===== src/rtl/qpsd_pkg.sv =====
// ----------------------------------------------------------------------------
// qpsd_pkg: shared types for the quadrature position and speed decoder
// Widths and the request/response bundles of the shared iterative divider.
// ----------------------------------------------------------------------------
package qpsd_pkg;

  // Divider operand widths: 33-bit dividend covers a 32-bit count plus one.
  localparam int DIVIDEND_W = 33;
  localparam int DIVISOR_W  = 32;
  localparam int DIV_STEPS  = DIVIDEND_W;
  localparam int DIV_CNT_W  = $clog2(DIV_STEPS + 1);

  typedef struct packed {
    logic                  start;
    logic [DIVIDEND_W-1:0] dividend;
    logic [DIVISOR_W-1:0]  divisor;
  } div_req_t;

  typedef struct packed {
    logic                  busy;
    logic                  done;
    logic [DIVIDEND_W-1:0] quotient;
    logic [DIVISOR_W-1:0]  remainder;
  } div_rsp_t;

endpackage


===== src/rtl/qpsd_div.sv =====
// ----------------------------------------------------------------------------
// qpsd_div: shared iterative divider
// Restoring unsigned division, one quotient bit per cycle.
// ----------------------------------------------------------------------------
module qpsd_div (
  input  logic                clk,
  input  logic                rst_n,
  input  qpsd_pkg::div_req_t  req,
  output qpsd_pkg::div_rsp_t  rsp
);
  import qpsd_pkg::*;

  logic [DIVISOR_W-1:0]  rem_r, rem_nxt;
  logic [DIVIDEND_W-1:0] quo_r, quo_nxt;
  logic [DIVISOR_W-1:0]  dvs_r, dvs_nxt;
  logic [DIV_CNT_W-1:0]  cnt_r, cnt_nxt;
  logic                  busy_r, busy_nxt;
  logic                  done_r, done_nxt;
  logic [DIVISOR_W:0]    shifted;
  logic                  fits;

  always_comb begin
    shifted  = {rem_r, quo_r[DIVIDEND_W-1]};
    fits     = shifted >= {1'b0, dvs_r};
    rem_nxt  = rem_r;
    quo_nxt  = quo_r;
    dvs_nxt  = dvs_r;
    cnt_nxt  = cnt_r;
    busy_nxt = busy_r;
    done_nxt = 1'b0;
    if (req.start) begin
      rem_nxt  = '0;
      quo_nxt  = req.dividend;
      dvs_nxt  = req.divisor;
      cnt_nxt  = DIV_CNT_W'(DIV_STEPS);
      busy_nxt = 1'b1;
    end else if (busy_r) begin
      // shift in the next dividend bit, subtract when the divisor fits
      rem_nxt = fits ? DIVISOR_W'(shifted - {1'b0, dvs_r}) : DIVISOR_W'(shifted);
      quo_nxt = {quo_r[DIVIDEND_W-2:0], fits};
      cnt_nxt = cnt_r - 1'b1;
      if (cnt_r == DIV_CNT_W'(1)) begin
        busy_nxt = 1'b0;
        done_nxt = 1'b1;
      end
    end
  end

  always_ff @(posedge clk) begin
    if (!rst_n) begin
      busy_r <= 1'b0;
      done_r <= 1'b0;
      cnt_r  <= '0;
    end else begin
      busy_r <= busy_nxt;
      done_r <= done_nxt;
      cnt_r  <= cnt_nxt;
    end
    rem_r <= rem_nxt;
    quo_r <= quo_nxt;
    dvs_r <= dvs_nxt;
  end

  assign rsp.busy      = busy_r;
  assign rsp.done      = done_r;
  assign rsp.quotient  = quo_r;
  assign rsp.remainder = rem_r;

endmodule


===== src/rtl/quadrature_position_speed_decoder_top.sv =====
// ----------------------------------------------------------------------------
// quadrature_position_speed_decoder_top: x4 quadrature decoder with speed
// Decodes A/B edge events into pulse count, angle, direction, period and
// signed speed, using one shared iterative divider under a small sequencer.
// ----------------------------------------------------------------------------
//
//   channel | ports                                   | handshake
//   --------+-----------------------------------------+---------------------
//   in      | in_kind, in_level_a, in_level_b, in_time_us | in_valid / in_stall
//   out     | out_pulse_count .. out_pulse_done       | out_valid / out_stall
//   cfg     | cfg_index, cfg_wdata                    | cfg_we, no wait
//
// A request that does not complete a pulse goes from idle via the result state
// to the result register; a completing one first runs two 33-step divider
// passes (speed quotient, then count modulo) at one quotient bit per cycle.
// in_stall is high from acceptance until the sequencer is back in idle.
// The result register frees the input side while a result waits under
// out_stall. Reset is synchronous and needs no clearing pass.
// ----------------------------------------------------------------------------
module quadrature_position_speed_decoder_top #(
  parameter int COUNT_BITS = 16
) (
  input  logic        clk,
  input  logic        rst_n,
  // request channel
  input  logic        in_valid,
  output logic        in_stall,
  input  logic        in_kind,
  input  logic        in_level_a,
  input  logic        in_level_b,
  input  logic [31:0] in_time_us,
  // result channel
  output logic        out_valid,
  input  logic        out_stall,
  output logic [15:0] out_pulse_count,
  output logic [47:0] out_angle,
  output logic [1:0]  out_direction,
  output logic [31:0] out_period_us,
  output logic signed [32:0] out_speed,
  output logic        out_pulse_done,
  // configuration port
  input  logic        cfg_we,
  input  logic [1:0]  cfg_index,
  input  logic [31:0] cfg_wdata
);
  import qpsd_pkg::*;

  // register indexes
  localparam logic [1:0] REG_PPR = 2'd0;
  localparam logic [1:0] REG_APP = 2'd1;
  localparam logic [1:0] REG_NUM = 2'd2;

  // direction codes
  localparam logic [1:0] DIR_STILL = 2'd0;
  localparam logic [1:0] DIR_CW    = 2'd1;
  localparam logic [1:0] DIR_ACW   = 2'd2;

  localparam logic [2:0] STEPS_PER_PULSE = 3'd4;
  localparam logic [0:0] KIND_ZERO       = 1'b1;

  typedef enum logic [1:0] {
    S_IDLE,
    S_SPEED,
    S_MOD,
    S_RESULT
  } state_t;

  // next clockwise phase: 00 -> 10 -> 11 -> 01 -> 00
  function automatic logic [1:0] cw_next(input logic [1:0] p);
    logic [1:0] n;
    case (p)
      2'b00:   n = 2'b10;
      2'b10:   n = 2'b11;
      2'b11:   n = 2'b01;
      default: n = 2'b00;
    endcase
    return n;
  endfunction

  // configuration registers
  logic [15:0] ppr_r;
  logic [31:0] app_r;
  logic [31:0] num_r;

  // decoder state
  state_t                  state_r, state_nxt;
  logic [1:0]              quad_phase_r, quad_phase_nxt;
  logic [1:0]              motion_dir_r, motion_dir_nxt;
  logic [2:0]              step_count_r, step_count_nxt;
  logic [COUNT_BITS-1:0]   pulses_r, pulses_nxt;
  logic [31:0]             period_start_r, period_start_nxt;
  logic [31:0]             last_period_r, last_period_nxt;
  logic [32:0]             last_speed_r, last_speed_nxt;
  logic                    pulse_cw_r, pulse_cw_nxt;
  logic                    done_r, done_nxt;

  // divider request, registered
  div_req_t                div_req_r, div_req_nxt;
  div_rsp_t                div_rsp;

  // result register
  logic                    out_valid_r, out_valid_nxt;
  logic [15:0]             out_cnt_r, out_cnt_nxt;
  logic [47:0]             out_angle_r, out_angle_nxt;
  logic [1:0]              out_dir_r, out_dir_nxt;
  logic [31:0]             out_period_r, out_period_nxt;
  logic [32:0]             out_speed_r, out_speed_nxt;
  logic                    out_done_r, out_done_nxt;

  // step decode
  logic [1:0]  in_phase;
  logic        is_cw, is_acw;
  logic [1:0]  step_dir;
  logic [2:0]  sc_base, sc_new;
  logic [31:0] start_base, period_raw, period_eff;
  logic [15:0] ppr_eff, rem16, cnt16;
  logic [47:0] angle_prod;
  logic        accept;

  qpsd_div u_div (
    .clk   (clk),
    .rst_n (rst_n),
    .req   (div_req_r),
    .rsp   (div_rsp)
  );

  assign accept   = in_valid && (state_r == S_IDLE);
  assign in_stall = (state_r != S_IDLE);

  always_comb begin
    in_phase   = {in_level_a, in_level_b};
    is_cw      = (in_phase == cw_next(quad_phase_r));
    is_acw     = (quad_phase_r == cw_next(in_phase));
    step_dir   = is_cw ? DIR_CW : DIR_ACW;
    // restart the sub-step count from still or on reversal
    sc_base    = (motion_dir_r == DIR_STILL || motion_dir_r != step_dir) ? 3'd0
                                                                         : step_count_r;
    sc_new     = sc_base + 3'd1;
    start_base = (motion_dir_r == DIR_STILL) ? in_time_us : period_start_r;
    period_raw = in_time_us - start_base;
    period_eff = (period_raw == 32'd0) ? 32'd1 : period_raw;
    ppr_eff    = (ppr_r == 16'd0) ? 16'd1 : ppr_r;
    rem16      = div_rsp.remainder[15:0];
    cnt16      = 16'(pulses_r);
    angle_prod = 48'(cnt16) * 48'(app_r);
  end

  always_comb begin
    state_nxt        = state_r;
    quad_phase_nxt   = quad_phase_r;
    motion_dir_nxt   = motion_dir_r;
    step_count_nxt   = step_count_r;
    pulses_nxt       = pulses_r;
    period_start_nxt = period_start_r;
    last_period_nxt  = last_period_r;
    last_speed_nxt   = last_speed_r;
    pulse_cw_nxt     = pulse_cw_r;
    done_nxt         = done_r;
    div_req_nxt      = div_req_r;
    div_req_nxt.start = 1'b0;
    out_valid_nxt    = out_valid_r && out_stall;
    out_cnt_nxt      = out_cnt_r;
    out_angle_nxt    = out_angle_r;
    out_dir_nxt      = out_dir_r;
    out_period_nxt   = out_period_r;
    out_speed_nxt    = out_speed_r;
    out_done_nxt     = out_done_r;

    case (state_r)
      S_IDLE: begin
        if (accept) begin
          done_nxt  = 1'b0;
          state_nxt = S_RESULT;
          if (in_kind == KIND_ZERO) begin
            pulses_nxt     = '0;
            motion_dir_nxt = DIR_STILL;
            quad_phase_nxt = in_phase;
          end else if (is_cw || is_acw) begin
            quad_phase_nxt   = in_phase;
            motion_dir_nxt   = step_dir;
            step_count_nxt   = sc_new;
            period_start_nxt = start_base;
            if (sc_new >= STEPS_PER_PULSE) begin
              // pulse complete: measure period, divide for speed
              step_count_nxt       = 3'd0;
              period_start_nxt     = in_time_us;
              last_period_nxt      = period_eff;
              pulse_cw_nxt         = is_cw;
              div_req_nxt.start    = 1'b1;
              div_req_nxt.dividend = DIVIDEND_W'(num_r);
              div_req_nxt.divisor  = period_eff;
              state_nxt            = S_SPEED;
            end
          end
        end
      end

      S_SPEED: begin
        if (div_rsp.done) begin
          last_speed_nxt = pulse_cw_r ? {1'b0, div_rsp.quotient[31:0]}
                                      : 33'(33'd0 - {1'b0, div_rsp.quotient[31:0]});
          // reduce the stepped count modulo pulses per revolution
          div_req_nxt.start    = 1'b1;
          div_req_nxt.dividend = pulse_cw_r ? DIVIDEND_W'(pulses_r) + DIVIDEND_W'(1)
                                            : DIVIDEND_W'(pulses_r);
          div_req_nxt.divisor  = DIVISOR_W'(ppr_eff);
          state_nxt            = S_MOD;
        end
      end

      S_MOD: begin
        if (div_rsp.done) begin
          if (pulse_cw_r) begin
            pulses_nxt = COUNT_BITS'(rem16);
          end else begin
            pulses_nxt = (rem16 == 16'd0) ? COUNT_BITS'(ppr_eff - 16'd1)
                                          : COUNT_BITS'(rem16 - 16'd1);
          end
          done_nxt  = 1'b1;
          state_nxt = S_RESULT;
        end
      end

      S_RESULT: begin
        // load the result register once it is free
        if (!out_valid_r || !out_stall) begin
          out_valid_nxt  = 1'b1;
          out_cnt_nxt    = cnt16;
          out_angle_nxt  = angle_prod;
          out_dir_nxt    = motion_dir_r;
          out_period_nxt = last_period_r;
          out_speed_nxt  = last_speed_r;
          out_done_nxt   = done_r;
          state_nxt      = S_IDLE;
        end
      end

      default: state_nxt = S_IDLE;
    endcase
  end

  always_ff @(posedge clk) begin
    if (!rst_n) begin
      state_r           <= S_IDLE;
      quad_phase_r      <= 2'b00;
      motion_dir_r      <= DIR_STILL;
      step_count_r      <= 3'd0;
      pulses_r          <= '0;
      period_start_r    <= 32'd0;
      last_period_r     <= 32'd0;
      last_speed_r      <= 33'd0;
      done_r            <= 1'b0;
      div_req_r.start   <= 1'b0;
      out_valid_r       <= 1'b0;
      ppr_r             <= 16'd1024;
      app_r             <= 32'd65536;
      num_r             <= 32'd65536;
    end else begin
      state_r           <= state_nxt;
      quad_phase_r      <= quad_phase_nxt;
      motion_dir_r      <= motion_dir_nxt;
      step_count_r      <= step_count_nxt;
      pulses_r          <= pulses_nxt;
      period_start_r    <= period_start_nxt;
      last_period_r     <= last_period_nxt;
      last_speed_r      <= last_speed_nxt;
      done_r            <= done_nxt;
      div_req_r.start   <= div_req_nxt.start;
      out_valid_r       <= out_valid_nxt;
      if (cfg_we) begin
        case (cfg_index)
          REG_PPR: ppr_r <= cfg_wdata[15:0];
          REG_APP: app_r <= cfg_wdata;
          REG_NUM: num_r <= cfg_wdata;
          default: ;
        endcase
      end
    end
    pulse_cw_r           <= pulse_cw_nxt;
    div_req_r.dividend   <= div_req_nxt.dividend;
    div_req_r.divisor    <= div_req_nxt.divisor;
    out_cnt_r            <= out_cnt_nxt;
    out_angle_r          <= out_angle_nxt;
    out_dir_r            <= out_dir_nxt;
    out_period_r         <= out_period_nxt;
    out_speed_r          <= out_speed_nxt;
    out_done_r           <= out_done_nxt;
  end

  assign out_valid       = out_valid_r;
  assign out_pulse_count = out_cnt_r;
  assign out_angle       = out_angle_r;
  assign out_direction   = out_dir_r;
  assign out_period_us   = out_period_r;
  assign out_speed       = signed'(out_speed_r);
  assign out_pulse_done  = out_done_r;

`ifndef ASSERT_OFF
  // a completed pulse always reports motion
  a_done_moving: assert property (@(posedge clk) disable iff (!rst_n)
    (out_valid && out_pulse_done) |-> (out_direction != DIR_STILL))
    else $error("pulse reported while still");

  // the sub-step count wraps at a full pulse
  a_step_range: assert property (@(posedge clk) disable iff (!rst_n)
    step_count_r < STEPS_PER_PULSE)
    else $error("sub-step count out of range");

  // never restart the divider in mid-division
  a_div_start: assert property (@(posedge clk) disable iff (!rst_n)
    div_req_r.start |-> !div_rsp.busy)
    else $error("divider restarted while busy");

  // a request enters only with the sequencer idle and leaves it busy
  a_accept_busy: assert property (@(posedge clk) disable iff (!rst_n)
    (in_valid && !in_stall) |=> in_stall)
    else $error("sequencer still idle after a request");
`endif

endmodule


===== config.mk =====
export PLATFORM = sky130hd
export DESIGN_NAME = quadrature_position_speed_decoder_top
export DESIGN_NICKNAME = d
export VERILOG_FILES = /design/src/rtl/qpsd_pkg.sv /design/src/rtl/qpsd_div.sv /design/src/rtl/quadrature_position_speed_decoder_top.sv
export SDC_FILE = /design/constraint.sdc
export NUM_CORES = 2
export LEC_CHECK = 0
export ABC_CLOCK_PERIOD_IN_PS = 19800
export BUFFER_PORTS_ARGS = -buffer_cell sky130_fd_sc_hd__buf_2
export CAP_MARGIN = 25
export CORE_UTILIZATION = 40
export CTS_CLUSTER_DIAMETER = 150
export DETAILED_ROUTE_END_ITERATION = 10
export PLACE_DENSITY_LB_ADDON = 0.05
export SYNTH_ARGS = -nofsm -noshare
export SYNTH_HDL_FRONTEND = slang
export SYNTH_SLANG_ARGS = --single-unit

===== constraint.sdc =====
create_clock -name clk -period 19.8 [get_ports clk]
set_input_delay 1.98 -clock clk [delete_from_list [all_inputs] [get_ports clk]]
set_output_delay 1.98 -clock clk [all_outputs]
set_load 0.05 [all_outputs]

# --- Word level (Yosys, flattened, before mapping) ---
# Index checks and enable logic that the tools add are counted.
op_classes:
  n_addsub: 8
  n_mul: 1
  n_lt_le_gt_ge: 2
  n_eq_ne: 21
  muxes: 49
  bitwise: 3
  reduce_logical: 34
op_table:
  columns: ["op", "n"]
  rows:
  - ["2-to-1 mux 66 bit", 5]
  - ["one-hot mux 66 bit (2 select lines)", 1]
  - ["2-to-1 mux 32 bit", 4]
  - ["2-to-1 mux 33 bit", 3]
  - ["2-to-1 mux 16 bit", 6]
  - ["subtractor 32 bit", 2]
  - ["multiplier 16 x 32 -> 48 bit", 1]
  - [">= comparator 33 x 32 -> 1 bit", 1]
  - ["subtractor 1 x 32 -> 33 bit, first input constant", 1]
  - ["logical NOT 16 bit", 2]
  - ["logical NOT 32 bit", 1]
  - ["one-hot mux 16 bit (2 select lines)", 1]
  - ["subtractor 16 x 1 -> 16 bit, second input constant", 2]
  - ["2-to-1 mux 2 bit", 12]
  - ["adder 16 x 1 -> 17 bit, second input constant", 1]
  - ["2-to-1 mux 17 bit", 1]
  - ["equality test 2 bit, second input constant", 7]
  - ["2-to-1 mux 6 bit", 2]
  - ["one-hot mux 2 bit (3 select lines)", 2]
  - ["AND reduction 4 bit", 3]
  - ["logical NOT 2 bit", 5]
  - ["AND reduction 2 bit", 5]
  - ["nonzero test 2 bit", 5]
  - ["2-to-1 mux 1 bit", 8]
  - ["21 further kinds", 37]
word_totals:
  regBits: 508
  input_bits: 74
  output_inout_bits: 134
  wordCells: 148

# --- Longest topological paths before layout ---
depth:
  word_depth: 14
  mapped_depth: 27
  ltp_nobuf: 24

# --- By module ---
# Synthesis repeated with hierarchy kept, for this count alone.
hier_totals:
  cells_unflattened: 4310
  area_unflattened_um2: 40433.8
modules_own_cells:
  columns: ["module", "n_inst", "cells_per_inst", "area_each_um2", "seq_area_each_um2"]
  rows:
  - ["quadrature_position_speed_decoder_top", 1, 3704, 34458.0, 10019.6]
  - ["qpsd_div", 1, 606, 5975.7, 2752.6]

# --- Worst setup path before layout ---
# Ideal clock, no wire load.
synth_path:
  kind: "input port to flip-flop"
  from: "input port out_stall"
  to: "register out_angle_r[0] (netlist: out_angle[0]), enable pin"
  setup_time_ns: 0.825
  arrival_time_ns: 11.480
  setup_slack_ns: 7.495
  stages: 1
  n_path_buf: 0
  path_cell_list: "a21boi_0"
synth_via:
  elab_chain_cells: 3
synth_lines:
  columns: ["element", "line_no", "rtl"]
  rows:
  - ["start, declared", "quadrature_position_speed_decoder_top.sv:34", "input logic out_stall,"]
  - ["logical NOT 1 bit", "quadrature_position_speed_decoder_top.sv:226", "if (!out_valid_r || !out_stall) begin"]
  - ["logical OR 1 bit", "quadrature_position_speed_decoder_top.sv:226", null]
  - ["AND reduction 2 bit (no line)", null, null]
  - ["end signal, assigned", "quadrature_position_speed_decoder_top.sv:283", "out_angle_r <= out_angle_nxt;"]
  - ["end, declared", "quadrature_position_speed_decoder_top.sv:104", "logic [47:0] out_angle_r, out_angle_nxt;"]
# No other way between the ends.
# A chain may end at the register's enable or synchronous reset.

# --- Worst setup path in the final report ---
layout_path:
  from: "register pulses_r[4] (netlist: cnt16[4])"
  to: "register out_angle_r[47] (netlist: out_angle[47]) (data pin)"
layout_via:
  elab_chain_cells: 1
layout_lines:
  columns: ["element", "line_no", "rtl"]
  rows:
  - ["start, declared", "quadrature_position_speed_decoder_top.sv:90", "logic [COUNT_BITS-1:0] pulses_r, pulses_nxt;"]
  - ["start signal, assigned", "quadrature_position_speed_decoder_top.sv:263", "pulses_r <= pulses_nxt;"]
  - ["multiplier 16 x 32 -> 48 bit", "quadrature_position_speed_decoder_top.sv:145", "angle_prod = 48'(cnt16) * 48'(app_r);"]
  - ["named net angle_prod[47]", "quadrature_position_speed_decoder_top.sv:117", "logic [47:0] angle_prod;"]
# The timed path passes the listed nets, and every way through them passes these cells.

==> metrics <==
peak supply drop 0.0000585 V; Post-Syn Nets 4887; Syn Inst Count 4199; hold buffer count at CTS 0; final wirelength 113000 microns; leakage power 18.8 nW; Boundary Pins 208; global-route wire length before repair 177000 microns; initial antenna violation count 2; Slew Viols, Final 0; Nets 4991; vias in the first global route 29.1k; Synth Area per Inst 9.41 sq um; later-pin clock latency in the skew report 0.63 ns; count of state elements after synthesis 507; Mapped Area 39500 sq um; routability cong. 0.859; clk_skew 0.0289 ns; Yosys cell types 84; DPL Wire Length 83000 microns; drt initial violations 2049; Worst Setup Path Type register to register; final worst slack 11.82 ns; most frequent cells in the layout 636 x nand2_1, 524 x inv_1, 420 x fa_1; antenna-violating nets left 0; hold crit path type register to register; Hold Slack 0.388 ns; drt wl/cell 20.1 microns; final setup fails 0; Max clock buf depth 3; Setup Fix Bufs, Post-CTS 0; Final Hold Fails 0; P&R area growth vs syn 11.2%; All-Layer GR Usage 0.231; die width 316 microns; H-tree depth 3; area of the core 97300 sq um; clock transition at the registers of the reported paths 0.06 ns; Max Cap Viol 0; input/output buffers 207; Place WS 11.73 ns; max_slew headroom 0.321; EDFF count, synth 262; FFs w/ async S/R, synth 0; synth warn 0; largest net degree at the start of global routing 85; Final Cycle Share 0.403; RSZ-0062 raised after global routing no; Num CTS Buffers 66; DR DRC count 0; fraction of layout cells with a size suffix above 1 0.0980; post-DR vias/cell 5.22; startpoint types register; critical path endpoint category register; CTS tree built; status finished clean; Req. time, crit path 20.18 ns; Die Ht 316 microns; TritonCTS Sinks 507; Seq/Total Area, Yosys 0.323; Initial Util 0.406; die area 100000 sq um; Pwr per Cell Area 77.0 nW/um^2; Post-CTS Resized 0; final setup TNS 0 ns; Worst Tran Pin Value 1.01 ns; shortest period the worst path allows 7.98 ns; root buf cell clkbuf_16; CP Max Fanout 24; total grt overflow 0; fmax 0.125 GHz; most common cell after layout, fill and taps aside nand2_1; Worst EP arrival 8.35 ns; Post-synth top flop edfxtp_1; via count 29.4k; total iterations of the first detailed-routing run 6; Rows 114
[registers in the layout (all words and copies together), names as in the netlist, 33 cells and up]
| register | flops |
|---|---|
| div_req_r | 65 |
| last_speed_r | 33 |
| out_angle | 48 |
| out_speed | 33 |
| u_div.quo_r | 33 |
[kinds of logic after synthesis]
| logic type | after synthesis | share of synthesized area |
|---|---|---|
| AND/OR/NAND/NOR | 1364 | 0.159 |
| multiplexers | 85 | 0.0225 |
| buffers and inverters | 750 | 0.0717 |
| flip-flops | 507 | 0.323 |
| AO/OA/AOI/OAI | 738 | 0.118 |
| XOR/XNOR | 141 | 0.0313 |
| adder cells (fa/ha/maj) | 614 | 0.274 |
[cell type report]
type                       instances  area (sq um)
inverter                         526          1980
timing repair buffer             260          1440
fill                            9616         53300
sequential                       507         12800
multi-input combinational       2942         24000
tap                             1276          1600
clock inverter                    32           354
antenna                            1          2.50
clock buffer                      89          1840
[power by group]
group          switching, mW  leakage, nW  internal [mW]
Combinational          0.578         13.3          0.251
Clock                  0.501         1.07          0.726
Sequential            0.0794         4.45           1.25
[per-layer routing]
layer / up-vias / part of all wire / global-route usage
met5: - / 0 / 0
met4: 0 / 0.017 / 0.0488
met3: 102 / 0.041 / 0.0245
met2: 625 / 0.45 / 0.361
met1: 14700 / 0.49 / 0.343
li1: 14100 / - / -
[synthesized netlist by cell type, drive strengths merged, types with 20 or more instances]
library cell,n,area (sq um)
clkbuf,206,773
o21ai,156,796
and2,244,1530
nand2b,26,163
nor3,36,180
a211oi,63,473
dfxtp,245,4900
a21o,58,435
xnor2,96,841
nand3,48,240
xor2,45,394
edfxtp,262,7870
fa,420,8410
inv,525,1970
mux2,29,327
a21oi,269,1350
nand2,637,2390
ha,194,2430
mux2i,56,561
nor2,252,946
a311oi,42,368
nand4,20,125
[worst paths after layout]
path / depth (start not counted) / startpoint / slack [ns] / endpoint
min: 0 / div_req_r[11] / 0.39 / u_div.dvs_r[11]
max reg2reg: 22 / cnt16[4] / 11.82 / out_angle[47]
max: 22 / cnt16[4] / 11.82 / out_angle[47]
min reg2reg: 0 / div_req_r[11] / 0.39 / u_div.dvs_r[11]
[worst max-delay path, cell delays in order (launching register included)]
cell and delay (ns):
dfxtp_1 0.69, buf_4 0.40, and2_1 0.21, fa_1 0.39, inv_1 0.07, fa_1 0.43
fa_1 0.52, inv_1 0.06, fa_1 0.51, fa_1 0.54, inv_1 0.05, fa_1 0.52
inv_1 0.04, ha_1 0.34, and4_1 0.27, nand3_1 0.15, a21oi_1 0.45, o21ai_0 0.40
a211oi_1 0.68, a31oi_1 0.26, nand2b_1 0.23, o41ai_1 0.41, xnor2_1 0.11
[through the flow]
stage,instance area [sq um],cells,utilization,total power [mW]
after detailed placement,41700,5510,0.429,2.18
after global routing,43900,5632,0.452,3.55
after global placement,41700,5510,0.429,2.18
after floorplan,39500,4199,-,1.93
final,43900,5633,0.452,3.38
after CTS,43900,5631,0.452,3.43
No activity file was read; power rests on OpenSTA's default activity.
